$ cat src/design/obj_face_vertex_dedup_fan_macros.svh
// Assertion macros shared by the vertex dedup block.
`ifndef OBJ_FACE_VERTEX_DEDUP_FAN_MACROS_SVH
`define OBJ_FACE_VERTEX_DEDUP_FAN_MACROS_SVH
`ifndef SYNTHESIS
`define OFVD_CHECK(lbl, expr) \
	lbl: assert property (@(posedge clk) disable iff (!arst_n) (expr)) \
		else $error("check failed");
`define OFVD_IMPLY(lbl, ante, cons) \
	lbl: assert property (@(posedge clk) disable iff (!arst_n) (ante) |-> (cons)) \
		else $error("implication failed");
`define OFVD_NEXT(lbl, ante, cons) \
	lbl: assert property (@(posedge clk) disable iff (!arst_n) (ante) |=> (cons)) \
		else $error("next-cycle check failed");
`else
`define OFVD_CHECK(lbl, expr)
`define OFVD_IMPLY(lbl, ante, cons)
`define OFVD_NEXT(lbl, ante, cons)
`endif
`endif

$ cat src/design/ofvd_pkg.sv
// Shared types and constants of the vertex dedup block.
package ofvd_pkg;
	localparam int VTD = 4096;
	localparam int AW = $clog2(VTD);
	localparam int CW = AW + 1;
	localparam int IDX_W = 12;
	localparam int IN_W = 152;
	localparam int OUT_W = 128;

	typedef enum logic [2:0] {
		ST_IDLE,
		ST_CHECK,
		ST_SCAN,
		ST_EMIT_V,
		ST_EMIT_T,
		ST_EMIT_E
	} state_t;

	typedef enum logic [1:0] {
		KIND_VERTEX = 2'd0,
		KIND_TRI = 2'd1,
		KIND_ERROR = 2'd2
	} kind_t;

	typedef enum logic [2:0] {
		ERR_NONE = 3'd0,
		ERR_POSITION = 3'd1,
		ERR_ATTRIBUTE = 3'd2,
		ERR_SHORT_FACE = 3'd3,
		ERR_TABLE_FULL = 3'd4
	} err_t;

	typedef struct packed {
		logic load_in;
		logic scan_start;
		logic scan_run;
		logic commit;
		logic out_load;
		kind_t kind;
		err_t err;
		logic out_last;
		logic set_failed;
	} cmd_t;

	typedef struct packed {
		logic failed;
		logic bad_pos;
		logic bad_attr;
		logic hit;
		logic miss;
		logic full;
		logic [1:0] corners;
		logic last_in;
		logic out_free;
	} sts_t;
endpackage

$ cat src/design/ofvd_ctrl.sv
// Controller state machine of the vertex dedup block.
module ofvd_ctrl (
	input logic clk,
	input logic arst_n,
	input logic s_tvalid,
	output logic s_tready,
	input ofvd_pkg::sts_t sts,
	output ofvd_pkg::cmd_t cmd
);
	ofvd_pkg::state_t state_q, state_d;
	ofvd_pkg::err_t err_q, err_d;

	always_ff @(posedge clk or negedge arst_n) begin
		if (!arst_n) begin
			state_q <= ofvd_pkg::ST_IDLE;
			err_q <= ofvd_pkg::ERR_NONE;
		end else begin
			state_q <= state_d;
			err_q <= err_d;
		end
	end

	always_comb begin
		state_d = state_q;
		err_d = err_q;
		cmd = '0;
		cmd.kind = ofvd_pkg::KIND_VERTEX;
		cmd.err = ofvd_pkg::ERR_NONE;
		s_tready = 1'b0;
		unique case (state_q)
			ofvd_pkg::ST_IDLE: begin
				s_tready = 1'b1;
				if (s_tvalid && !sts.failed) begin
					cmd.load_in = 1'b1;
					state_d = ofvd_pkg::ST_CHECK;
				end
			end
			ofvd_pkg::ST_CHECK: begin
				if (sts.bad_pos) begin
					err_d = ofvd_pkg::ERR_POSITION;
					state_d = ofvd_pkg::ST_EMIT_E;
				end else if (sts.bad_attr) begin
					err_d = ofvd_pkg::ERR_ATTRIBUTE;
					state_d = ofvd_pkg::ST_EMIT_E;
				end else begin
					cmd.scan_start = 1'b1;
					state_d = ofvd_pkg::ST_SCAN;
				end
			end
			ofvd_pkg::ST_SCAN: begin
				cmd.scan_run = 1'b1;
				if (sts.hit) begin
					state_d = ofvd_pkg::ST_EMIT_V;
				end else if (sts.miss) begin
					if (sts.full) begin
						err_d = ofvd_pkg::ERR_TABLE_FULL;
						state_d = ofvd_pkg::ST_EMIT_E;
					end else begin
						state_d = ofvd_pkg::ST_EMIT_V;
					end
				end
			end
			ofvd_pkg::ST_EMIT_V: begin
				if (sts.out_free) begin
					cmd.out_load = 1'b1;
					cmd.commit = 1'b1;
					cmd.kind = ofvd_pkg::KIND_VERTEX;
					if (sts.corners == 2'd2) begin
						state_d = ofvd_pkg::ST_EMIT_T;
					end else if (sts.last_in) begin
						err_d = ofvd_pkg::ERR_SHORT_FACE;
						state_d = ofvd_pkg::ST_EMIT_E;
					end else begin
						cmd.out_last = 1'b1;
						state_d = ofvd_pkg::ST_IDLE;
					end
				end
			end
			ofvd_pkg::ST_EMIT_T: begin
				if (sts.out_free) begin
					cmd.out_load = 1'b1;
					cmd.kind = ofvd_pkg::KIND_TRI;
					cmd.out_last = 1'b1;
					state_d = ofvd_pkg::ST_IDLE;
				end
			end
			ofvd_pkg::ST_EMIT_E: begin
				if (sts.out_free) begin
					cmd.out_load = 1'b1;
					cmd.kind = ofvd_pkg::KIND_ERROR;
					cmd.err = err_q;
					cmd.out_last = 1'b1;
					cmd.set_failed = 1'b1;
					state_d = ofvd_pkg::ST_IDLE;
				end
			end
			default: state_d = ofvd_pkg::ST_IDLE;
		endcase
	end

	`include "obj_face_vertex_dedup_fan_macros.svh"

	`OFVD_IMPLY(a_load_only_idle, cmd.load_in, state_q == ofvd_pkg::ST_IDLE)
	`OFVD_IMPLY(a_commit_with_out, cmd.commit, cmd.out_load && sts.out_free)
	`OFVD_NEXT(a_check_follows_load, cmd.load_in, state_q == ofvd_pkg::ST_CHECK)
endmodule

$ cat config.mk
export PLATFORM = sky130hd
export DESIGN_NAME = ofvd_ctrl
export DESIGN_NICKNAME = d
export VERILOG_FILES = /design/src/design/ofvd_pkg.sv /design/src/design/ofvd_ctrl.sv
export VERILOG_INCLUDE_DIRS = /design/src /design/src/design
export SDC_FILE = /design/constraint.sdc
export NUM_CORES = 1
export LEC_CHECK = 0
export ABC_AREA = 1
export BUFFER_PORTS_ARGS = -buffer_cell sky130_fd_sc_hd__buf_4
export CAP_MARGIN = 40
export CORE_AREA = 2 2 40 42
export CTS_BUF_LIST = sky130_fd_sc_hd__clkbuf_8
export CTS_CLUSTER_SIZE = 10
export DETAILED_ROUTE_END_ITERATION = 6
export DIE_AREA = 0 0 42 44
export PLACE_DENSITY = 0.88
export SLEW_MARGIN = 20
export SYNTH_ARGS = -nofsm -noshare
export SYNTH_HDL_FRONTEND = slang
export SYNTH_SLANG_ARGS = --single-unit
$ cat constraint.sdc
create_clock -name clk -period 1.6 [get_ports clk]
set_input_delay 0.08 -clock clk [delete_from_list [all_inputs] [get_ports clk]]
set_output_delay 0.08 -clock clk [all_outputs]
set_load 0.02 [all_outputs]
==> flow_summary.json, run 1 <==
{
  "synthAdderAreaFrac_pct": 0,
  "fmax_mhz": 666,
  "place_hpwl_um": 1260,
  "r2r_setup_slack_ns": 0.31,
  "yosysMostFrequentCell": "nand2_1",
  "drive_gt1_share_pct": 37.4,
  "synthDistinctLibCells": 23,
  "setup_viol": 0,
  "max_cap_viol_count": 0,
  "synthMuxAreaShare_pct": 0,
  "ys_seq_area_share_pct": 22.9,
  "clock_sink_count": 6,
  "worstSkewPairLatency_ns": 0.23,
  "cp.required_ns": 1.52,
  "first_global_vias": 642,
  "placementRows": 14,
  "ant_nets": 0,
  "synth_ff_type": "dfrtp_1",
  "drt_pass1_iterations": 4,
  "start_kind": "register",
  "drt-vias-per-instance": 5.16,
  "cts_tree": "done",
  "critPathKind": "reg2out",
  "antenna_found_initial": 0,
  "postPlaceCellArea_sq_um": 813,
  "yosysWarningCount": 0,
  "worstPathArrival_ns": 1.42,
  "power.total_uw": 1400,
  "fill_cells": 135,
  "yosys.area_share.simple_pct": 51.8,
  "fp.dieArea_sq_um": 1850,
  "htreeDepth": 1,
  "yosys_register_bits": 6,
  "area_growth_pct": 37.3,
  "cts_buffers": 3,
  "final.setup.tns_ns": 0,
  "initial_core_util_pct": 46.1,
  "clockBufferDepth": 2,
  "synth_nets": 118,
  "grt_max_degree": 12,
  "totalWireLength_um": 1670,
  "grt_util_all_layers_pct": 18.8,
  "irDropWorstVdd_v": 0.000714,
  "num_io_pins": 26,
  "tightest_slew_ns": 0.271,
  "fp.dieH_um": 44,
  "wire_per_inst_um": 11.4,
  "slew_headroom_pct": 81.9,
  "skew_ns": 0.00117,
  "synth_cells": 105,
  "die_w_um": 42,
  "p_leak_uw": 0.000502,
  "outcome": "completed",
  "n_antenna_cell": 0,
  "yosys-top-cells-count": "35 x nand2_1, 13 x nor2_1, 12 x inv_1",
  "synth_top_family_by_area": "simple AND/OR/NAND/NOR gates",
  "worst_slack_ns": 0.0976,
  "yosys-top-cells-area": "dfrtp_1 23%, nand2_1 20%, nor2_1 7.5%",
  "period_minus_slack_ns": 1.50,
  "synth-edff-count": 0,
  "pre_cts_slack_ns": 0.204,
  "cp-end-kind": "output port",
  "gp_congestion": 0.853,
  "portBuffers": 25,
  "worstPathMaxFanout": 8,
  "synth_xor_area_share_pct": 0,
  "powerDensity_nw_per_um2": 1560,
  "fin_crit_sh_pct": 93.9,
  "grt_pass1_wl_um": 2580,
  "whs_ns": 0.197,
  "finalInstanceArea_sq_um": 898,
  "drv_slew": 0,
  "nNetsFinal": 146,
  "synth_compound_area_share_pct": 7.46,
  "async_flop_share_pct": 100,
  "grt.overflow.total": 0,
  "synth_top_area_share_pct": 22.9,
  "synth_largest_area_cell": "dfrtp_1",
  "clk_pin_slew_ns": 0.04,
  "hp-class": "in2async",
  "drt_iter0_drc": 14,
  "coreArea_sq_um": 1420,
  "rsz0062_at_grt": "false",
  "hold_violations": 0,
  "avgSynthCellArea_sq_um": 6.23,
  "syn_area_sq_um": 654,
  "cts_root_buffer": "clkbuf_8",
  "vias": 758,
  "post-route-drc-count": 0
}
-- repair_timing --
action | 4_1_cts | 5_1_grt
setup endpoints to repair | 2 | 2
endpoints found under the hold margin | 6 | 0
hold buffers | 1 | 0
gates resized for setup | 3 | 3
buffers inserted | 0 | 2
-- metrics by stage --
| step | cells | utilization [%] |
|---|---|---|
| 6_report | 147 | 63.3 |
| 5_1_grt | 147 | 63.3 |
| 4_1_cts | 145 | 61.2 |
| 3_5_place_dp | 141 | 57.3 |
| 3_3_place_gp | 141 | 57.3 |
| 2_1_floorplan | 105 | - |
-- path summary, 6_finish.rpt --
path | start | endpoint | depth (start not counted)
worst max-delay path | state_q[2] | cmd[1] | 4
worst min-delay path | arst_n | err_q[1] | 2
worst max register to register | state_q[0] | err_q[0] | 8
worst min register to register | err_q[1] | err_q[1] | 2
max in group asynchronous | arst_n | state_q[0] | 2
min in group clk | sts[8] | err_q[1] | 4
-- registers in the layout, indices dropped and copies added, names as in the netlist --
register and count:
err_q 3, state_q 3
-- cell type report --
class	count	area, sq um	area share (%)
Multi-Input combinational cell	78	400	44.6
Timing Repair Buffer	28	213	23.7
Sequential cell	6	154	17.1
Inverter	16	70.1	7.80
Clock buffer	3	41.3	4.60
Tap cell	16	20.0	2.23
-- worst max-delay path, stage by stage, from the launching register on --
cell and delay, ns:
dfrtp_2 0.50, inv_8 0.11, nand3_2 0.14, o31ai_1 0.27, buf_4 0.18
-- kinds of logic after synthesis --
group                  count (synthesis)
AO/OA/AOI/OAI                          8
AND/OR/NAND/NOR                       70
flip-flops                             6
buffers and inverters                 21
-- layout by cell type (no fill, tap or decap), types with 2 or more instances in the layout --
cell	count
a21oi_1	2
buf_4	27
clkbuf_8	3
dfrtp_1	3
dfrtp_2	3
inv_1	12
nand2_1	35
nand2_2	4
nand3_1	7
nand3_2	2
nor2_1	13
nor2_4	4
o21ai_0	3
-- where the power goes --
group          internal [uW]  switching (uW)  leakage, uW
logic                    328             494     0.000408
clock network            162            71.5    0.0000216
registers                223             125    0.0000730
-- layer usage --
metal  wire length (um)  vias to the layer above  GRT usage (%)
met5                  0                        -              0
met4                 62                        0           11.6
met3                 98                        8           3.75
met2                816                       33           33.1
met1                691                      342           21.0
li1                   -                      375              -
Power figures use the tool's default switching activity.
==> run 2: changes to the inputs <==
Settings changed: CELL_PAD_IN_SITES_DETAIL_PLACEMENT from default to 0, CELL_PAD_IN_SITES_GLOBAL_PLACEMENT from default to 1, CORE_AREA 2 2 40 42 to 2 2 43 55, DIE_AREA 0 0 42 44 to 0 0 45 57, PLACE_DENSITY 0.88 to 0.9, SETUP_SLACK_MARGIN from default to 0.5.
==> run 2 against run 1 <==
Clock-buffer cell count unchanged. Critical path type unchanged. Sequential cell count unchanged. Global-route usage up 0.39 points. Via count is 10% higher. Power increased by 34%. Sequential share of layout area is 4.3 points lower. Routed wire length up 25%. Clock power shrank 2%. Sequential power is 6.9% lower. Worst setup slack gained 0.087 ns.
==> flow_summary.json, run 2 (synthesis gave the netlist of run 1 again) <==
{
  "outcome": "completed",
  "reg_top3": "err_q (3), state_q (3)",
  "cp-end-kind": "output port",
  "worstPathArrival_ns": 1.34,
  "fmax_mhz": 706,
  "n_antenna_cell": 0,
  "grt.overflow.total": 0,
  "area_growth_pct": 82.8,
  "initial_core_util_pct": 31.3,
  "drt_iter0_drc": 15,
  "nNetsFinal": 164,
  "portBuffers": 25,
  "totalWireLength_um": 2090,
  "met3_usage_pct": 5.38,
  "cp_num_cells": 6,
  "wire_per_inst_um": 12.3,
  "vias": 836,
  "cts_root_buffer": "clkbuf_8",
  "htreeDepth": 1,
  "grt_util_all_layers_pct": 19.2,
  "placementRows": 19,
  "start_kind": "register",
  "globalRouteMet2Util_pct": 36.1,
  "rsz0062_at_grt": "true",
  "slew_headroom_pct": 81.2,
  "cts_tree": "done",
  "fp.dieArea_sq_um": 2570,
  "dp_cells": 147,
  "hp-class": "in2async",
  "ant_nets": 0,
  "final_common_cell": "nand2_1",
  "grt_max_degree": 10,
  "gp_congestion": 0.863,
  "fin_cells": 170,
  "clockBufferDepth": 2,
  "place_hpwl_um": 1440,
  "clock_sink_count": 6,
  "whs_ns": 0.204,
  "drive_gt1_share_pct": 54.4,
  "first_global_vias": 929,
  "die_w_um": 45,
  "fp.dieH_um": 57,
  "drt-vias-per-instance": 4.92,
  "drt_pass1_iterations": 4,
  "setup_viol": 0,
  "reg2reg_depth": 7,
  "skew_ns": 0.00513,
  "worstSkewPairLatency_ns": 0.22,
  "grt_util_met1_pct": 17.9,
  "hold_violations": 0,
  "crit_path_max_incr_delay_ns": 0.45,
  "coreArea_sq_um": 2090,
  "antenna_found_initial": 0,
  "busiest_layer": "met2",
  "max_cap_viol_count": 0,
  "final.setup.tns_ns": 0,
  "drv_slew": 0,
  "cts_buffers": 3,
  "post-route-drc-count": 0,
  "irDropWorstVdd_v": 0.000760,
  "final_cell_mix": "34 x nand2_1, 28 x buf_4, 16 x buf_6, 10 x inv_1, 8 x nor2_1",
  "crit_family": "flip-flops",
  "path_cells": "nor2_4, nand2_2, a21oi_2, inv_2, o31ai_2, buf_4",
  "fill_cells": 193,
  "grt_pass1_wl_um": 3660,
  "critPathKind": "reg2out",
  "period_minus_slack_ns": 1.42,
  "num_io_pins": 26,
  "clk_pin_slew_ns": 0.04,
  "worstPathMaxFanout": 5,
  "slowest_stage": "dfrtp_2",
  "tightest_slew_ns": 0.280,
  "powerDensity_nw_per_um2": 1570,
  "p_leak_uw": 0.000617,
  "cp.required_ns": 1.52,
  "path_buf_inv": 2,
  "fin_crit_sh_pct": 88.5
}
-- run 2: worst paths after layout --
kind,start,endpoint,slack [ns]
min reg2reg,err_q[1],err_q[1],0.49
max in group asynchronous,arst_n,state_q[1],1.27
max reg2reg,state_q[0],state_q[2],0.26
min,arst_n,state_q[2],0.20
min in group clk,sts[8],err_q[0],0.23
max,state_q[0],cmd[1],0.18
-- run 2: routing by layer --
layer | share of wire, % | wire, um
met5 | 0 | 0
met4 | 4.3 | 91
met3 | 5.0 | 105
met2 | 57 | 1190
met1 | 34 | 704
-- run 2: layout make-up --
| class | instances | area [sq um] | share of cell area (%) |
|---|---|---|---|
| Clock buffer | 3 | 41.3 | 3.45 |
| Inverter | 16 | 72.6 | 6.07 |
| Multi-Input combinational cell | 78 | 482 | 40.3 |
| Sequential cell | 6 | 154 | 12.9 |
| Tap cell | 21 | 26.3 | 2.20 |
| Timing Repair Buffer | 46 | 420 | 35.1 |
-- run 2: metrics by stage --
stage | setup WS, ns | power, uW | cell area (sq um) | util, %
finish | 0.184 | 1880 | 1200 | 57.2
global placement | 0.188 | 1140 | 862 | 41.2
CTS | 0.215 | 1810 | 1170 | 55.9
detailed placement | 0.157 | 1170 | 862 | 41.2
global route | 0.122 | 2010 | 1200 | 57.2
floorplan | 0.405 | 984 | 689 | -
-- run 2: worst reg2reg max path, delay by kind of cell, from the launching register on --
kind            cells  cell delay, ns
compound gates      1            0.20
simple gates        4            0.33
flops               1            0.45
buf+inv             2            0.28
-- run 2: repair_timing --
item,4_1_cts,5_1_grt
hold buffers,1,0
endpoints found under the setup margin,19,19
gates resized for setup,33,2
hold endpoints to repair,6,0
buffers inserted,17,2
pin swaps,9,1
-- run 2: power by group --
group	switching (uW)	leakage [uW]	internal (uW)	total, uW
sequential	100	0.0000730	224	324
combinational	699	0.000522	625	1320
clock	67.9	0.0000216	162	230
==> run 3: changes to the inputs <==
--- a/config.mk
+++ b/config.mk
@@ -7,15 +7,14 @@
 export NUM_CORES = 1
 export LEC_CHECK = 0
-export ABC_AREA = 1
 export BUFFER_PORTS_ARGS = -buffer_cell sky130_fd_sc_hd__buf_4
 export CAP_MARGIN = 40
 export CELL_PAD_IN_SITES_DETAIL_PLACEMENT = 0
 export CELL_PAD_IN_SITES_GLOBAL_PLACEMENT = 1
-export CORE_AREA = 2 2 43 55
+export CORE_AREA = 2 2 43 45
 export CTS_BUF_LIST = sky130_fd_sc_hd__clkbuf_8
 export CTS_CLUSTER_SIZE = 10
 export DETAILED_ROUTE_END_ITERATION = 6
-export DIE_AREA = 0 0 45 57
-export PLACE_DENSITY = 0.9
+export DIE_AREA = 0 0 45 47
+export PLACE_DENSITY = 0.88
 export SETUP_SLACK_MARGIN = 0.5
 export SLEW_MARGIN = 20
==> constraint.sdc (replaced) <==
create_clock -name clk -period 1.6 [get_ports clk]
set_input_delay 0.08 -clock clk [delete_from_list [all_inputs] [get_ports clk]]
set_output_delay 0.08 -clock clk [all_outputs]
set_load 0.05 [all_outputs]
==> run 3 against run 2 <==
The run now ends with setup timing left. Fmax is 19% lower. Non-clock buffer count down 3. Routed wire length down 23%. Clock skew is 0.0040 ns lower. Register-to-register slack worse by 0.39 ns. Area after synthesis shrank 23%. Critical path depth did not move. Global-route usage down 2.2 points. Sequential cell count unchanged. Sequential power increased by 1%. Sequential share of layout area is 2.0 points higher.
==> flow_summary.json, run 3 <==
{
  "rsz0062_at_grt": "true",
  "synth_largest_area_cell": "dfrtp_1",
  "busiest_layer": "met2",
  "p_leak_uw": 0.000482,
  "yosysWarningCount": 0,
  "final.setup.tns_ns": -0.777,
  "hold_depth": 2,
  "n_antenna_cell": 0,
  "period_minus_slack_ns": 1.75,
  "grt_util_all_layers_pct": 17.1,
  "worst_slack_ns": -0.145,
  "gp_congestion": 0.890,
  "synth_ff_type": "dfrtp_1",
  "ant_nets": 0,
  "cts_tree": "done",
  "whs_ns": 0.137,
  "portBuffers": 25,
  "cp_common_cell": "buf_6",
  "fin_crit_sh_pct": 109,
  "hp-class": "in2reg",
  "coreArea_sq_um": 1650,
  "clockBufferDepth": 2,
  "fp.dieArea_sq_um": 2120,
  "powerDensity_nw_per_um2": 1890,
  "crit_path_max_incr_delay_ns": 0.47,
  "synth_cells": 59,
  "worstPathArrival_ns": 1.67,
  "worstPathMaxFanout": 6,
  "slew_headroom_pct": 80.4,
  "post-route-util_pct": 62.5,
  "yosys-top-cells-count": "6 x dfrtp_1, 5 x and2_1, 5 x nand2b_1",
  "pre_cts_slack_ns": -0.159,
  "crit_family": "simple AND/OR/NAND/NOR gates",
  "ys_seq_area_share_pct": 29.9,
  "nNetsFinal": 116,
  "max_cap_viol_count": 0,
  "violations": "setup timing",
  "yosys_register_bits": 6,
  "drt_pass1_iterations": 4,
  "cp.required_ns": 1.52,
  "post-route-drc-count": 0,
  "placementRows": 15,
  "area_growth_pct": 105,
  "tightest_slew_ns": 0.294,
  "totalWireLength_um": 1620,
  "drt-vias-per-instance": 5.14,
  "synth-edff-count": 0,
  "num_io_pins": 26,
  "reg_top3": "err_q (3), state_q (3)",
  "cp_num_cells": 6,
  "irDropWorstVdd_v": 0.000823,
  "grt.overflow.total": 0,
  "synth_nets": 72,
  "path_cells": "buf_6, or3_4, buf_6, clkinvlp_4, and2_4, buf_8",
  "htreeDepth": 1,
  "fp.dieH_um": 47,
  "final_common_cell": "buf_4",
  "clk_pin_slew_ns": 0.03,
  "place_hpwl_um": 1210,
  "fmax_mhz": 573,
  "grt_max_degree": 9,
  "cts_root_buffer": "clkbuf_8",
  "drv_slew": 0,
  "reg2reg_depth": 4,
  "avgSynthCellArea_sq_um": 8.53,
  "globalRouteMet2Util_pct": 29.7,
  "slowest_stage": "dfrtp_2",
  "grt_util_met1_pct": 19.2,
  "final_cell_mix": "28 x buf_4, 10 x buf_6, 5 x nand2b_1, 5 x and2_4, 4 x buf_8",
  "initial_core_util_pct": 30.5,
  "yosysMostFrequentCell": "dfrtp_1",
  "outcome": "finished, violations left",
  "wire_per_inst_um": 13.7,
  "clock_sink_count": 6,
  "antenna_found_initial": 0,
  "die_w_um": 45,
  "async_flop_share_pct": 100,
  "first_global_vias": 589,
  "grt_pass1_wl_um": 2530,
  "path_buf_inv": 4,
  "hold_violations": 0,
  "cts_buffers": 3,
  "start_kind": "register",
  "cp-end-kind": "output port",
  "vias": 606,
  "drive_gt1_share_pct": 69.3,
  "setup_viol": 12,
  "syn_area_sq_um": 503,
  "synth_top_area_share_pct": 29.9,
  "synthDistinctLibCells": 31,
  "yosys-top-cells-area": "dfrtp_1 30%, and2_1 6.2%, nand2b_1 6.2%",
  "worstSkewPairLatency_ns": 0.22,
  "drt_iter0_drc": 12,
  "critPathKind": "reg2out",
  "met3_usage_pct": 1.92,
  "skew_ns": 0.00109
}
==> run 3: cell count changes in the layout (fill, tap and decap cells not counted), sizes merged, moves of 3 or more <==
cell and change:
buf -3, nand3 -9, inv -13, mux2 +3
nand2 -39, nor2 -15, and2 +5, nand2b +5
and3 +3
==> run 3: area by class of cell <==
| class | count | area (sq um) |
|---|---|---|
| inverters | 3 | 15.0 |
| well taps | 17 | 21.3 |
| fillers | 147 | 619 |
| flip-flops and latches | 6 | 154 |
| multi-input cells | 46 | 408 |
| repair buffers | 43 | 393 |
| clock buffers | 3 | 41.3 |
==> run 3: logic make-up after synthesis <==
| family | after synthesis | synth area share, % |
|---|---|---|
| AO/OA/AOI/OAI | 16 | 20.9 |
| buffers and inverters | 7 | 6.72 |
| flip-flops | 6 | 29.8 |
| multiplexers | 4 | 10.2 |
| AND/OR/NAND/NOR | 26 | 32.3 |
==> run 3: power by group <==
part	internal, uW	leakage, uW	switching, uW
sequential	231	0.0000709	96.9
clock	161	0.0000216	57.4
combinational	736	0.000389	669
total	1130	0.000482	824
==> run 3: routing by layer <==
| metal | part of all wire [%] | vias up | routed length (um) |
|---|---|---|---|
| li1 | - | 295 | - |
| met1 | 38 | 284 | 618 |
| met2 | 54 | 23 | 878 |
| met3 | 5.4 | 4 | 87 |
| met4 | 2.1 | 0 | 34 |
| met5 | 0 | - | 0 |
==> run 3: final timing paths <==
check	from	end	slack, ns
max	state_q[0]	cmd[11]	-0.15
min reg2reg	err_q[2]	err_q[2]	0.52
min in group asynchronous	arst_n	state_q[1]	0.23
min	sts[0]	state_q[2]	0.14
max reg2reg	state_q[1]	err_q[1]	-0.13
max in group asynchronous	arst_n	state_q[0]	1.25
==> run 3: what timing repair did <==
| item | CTS | global route |
|---|---|---|
| hold buffers | 1 | 0 |
| endpoints found under the hold margin | 6 | 0 |
| setup endpoints to repair | 19 | 19 |
| pin swaps | 3 | 1 |
| buffers inserted | 3 | 1 |
| resized for setup | 21 | 7 |
==> run 3: stage by stage <==
step / std cells / total power [uW] / cell area, sq um
after floorplan: 59 / 1100 / 582
after global placement: 110 / 1470 / 845
after detailed placement: 110 / 1500 / 845
after CTS: 117 / 1880 / 996
after global routing: 118 / 2060 / 1030
final: 118 / 1950 / 1030
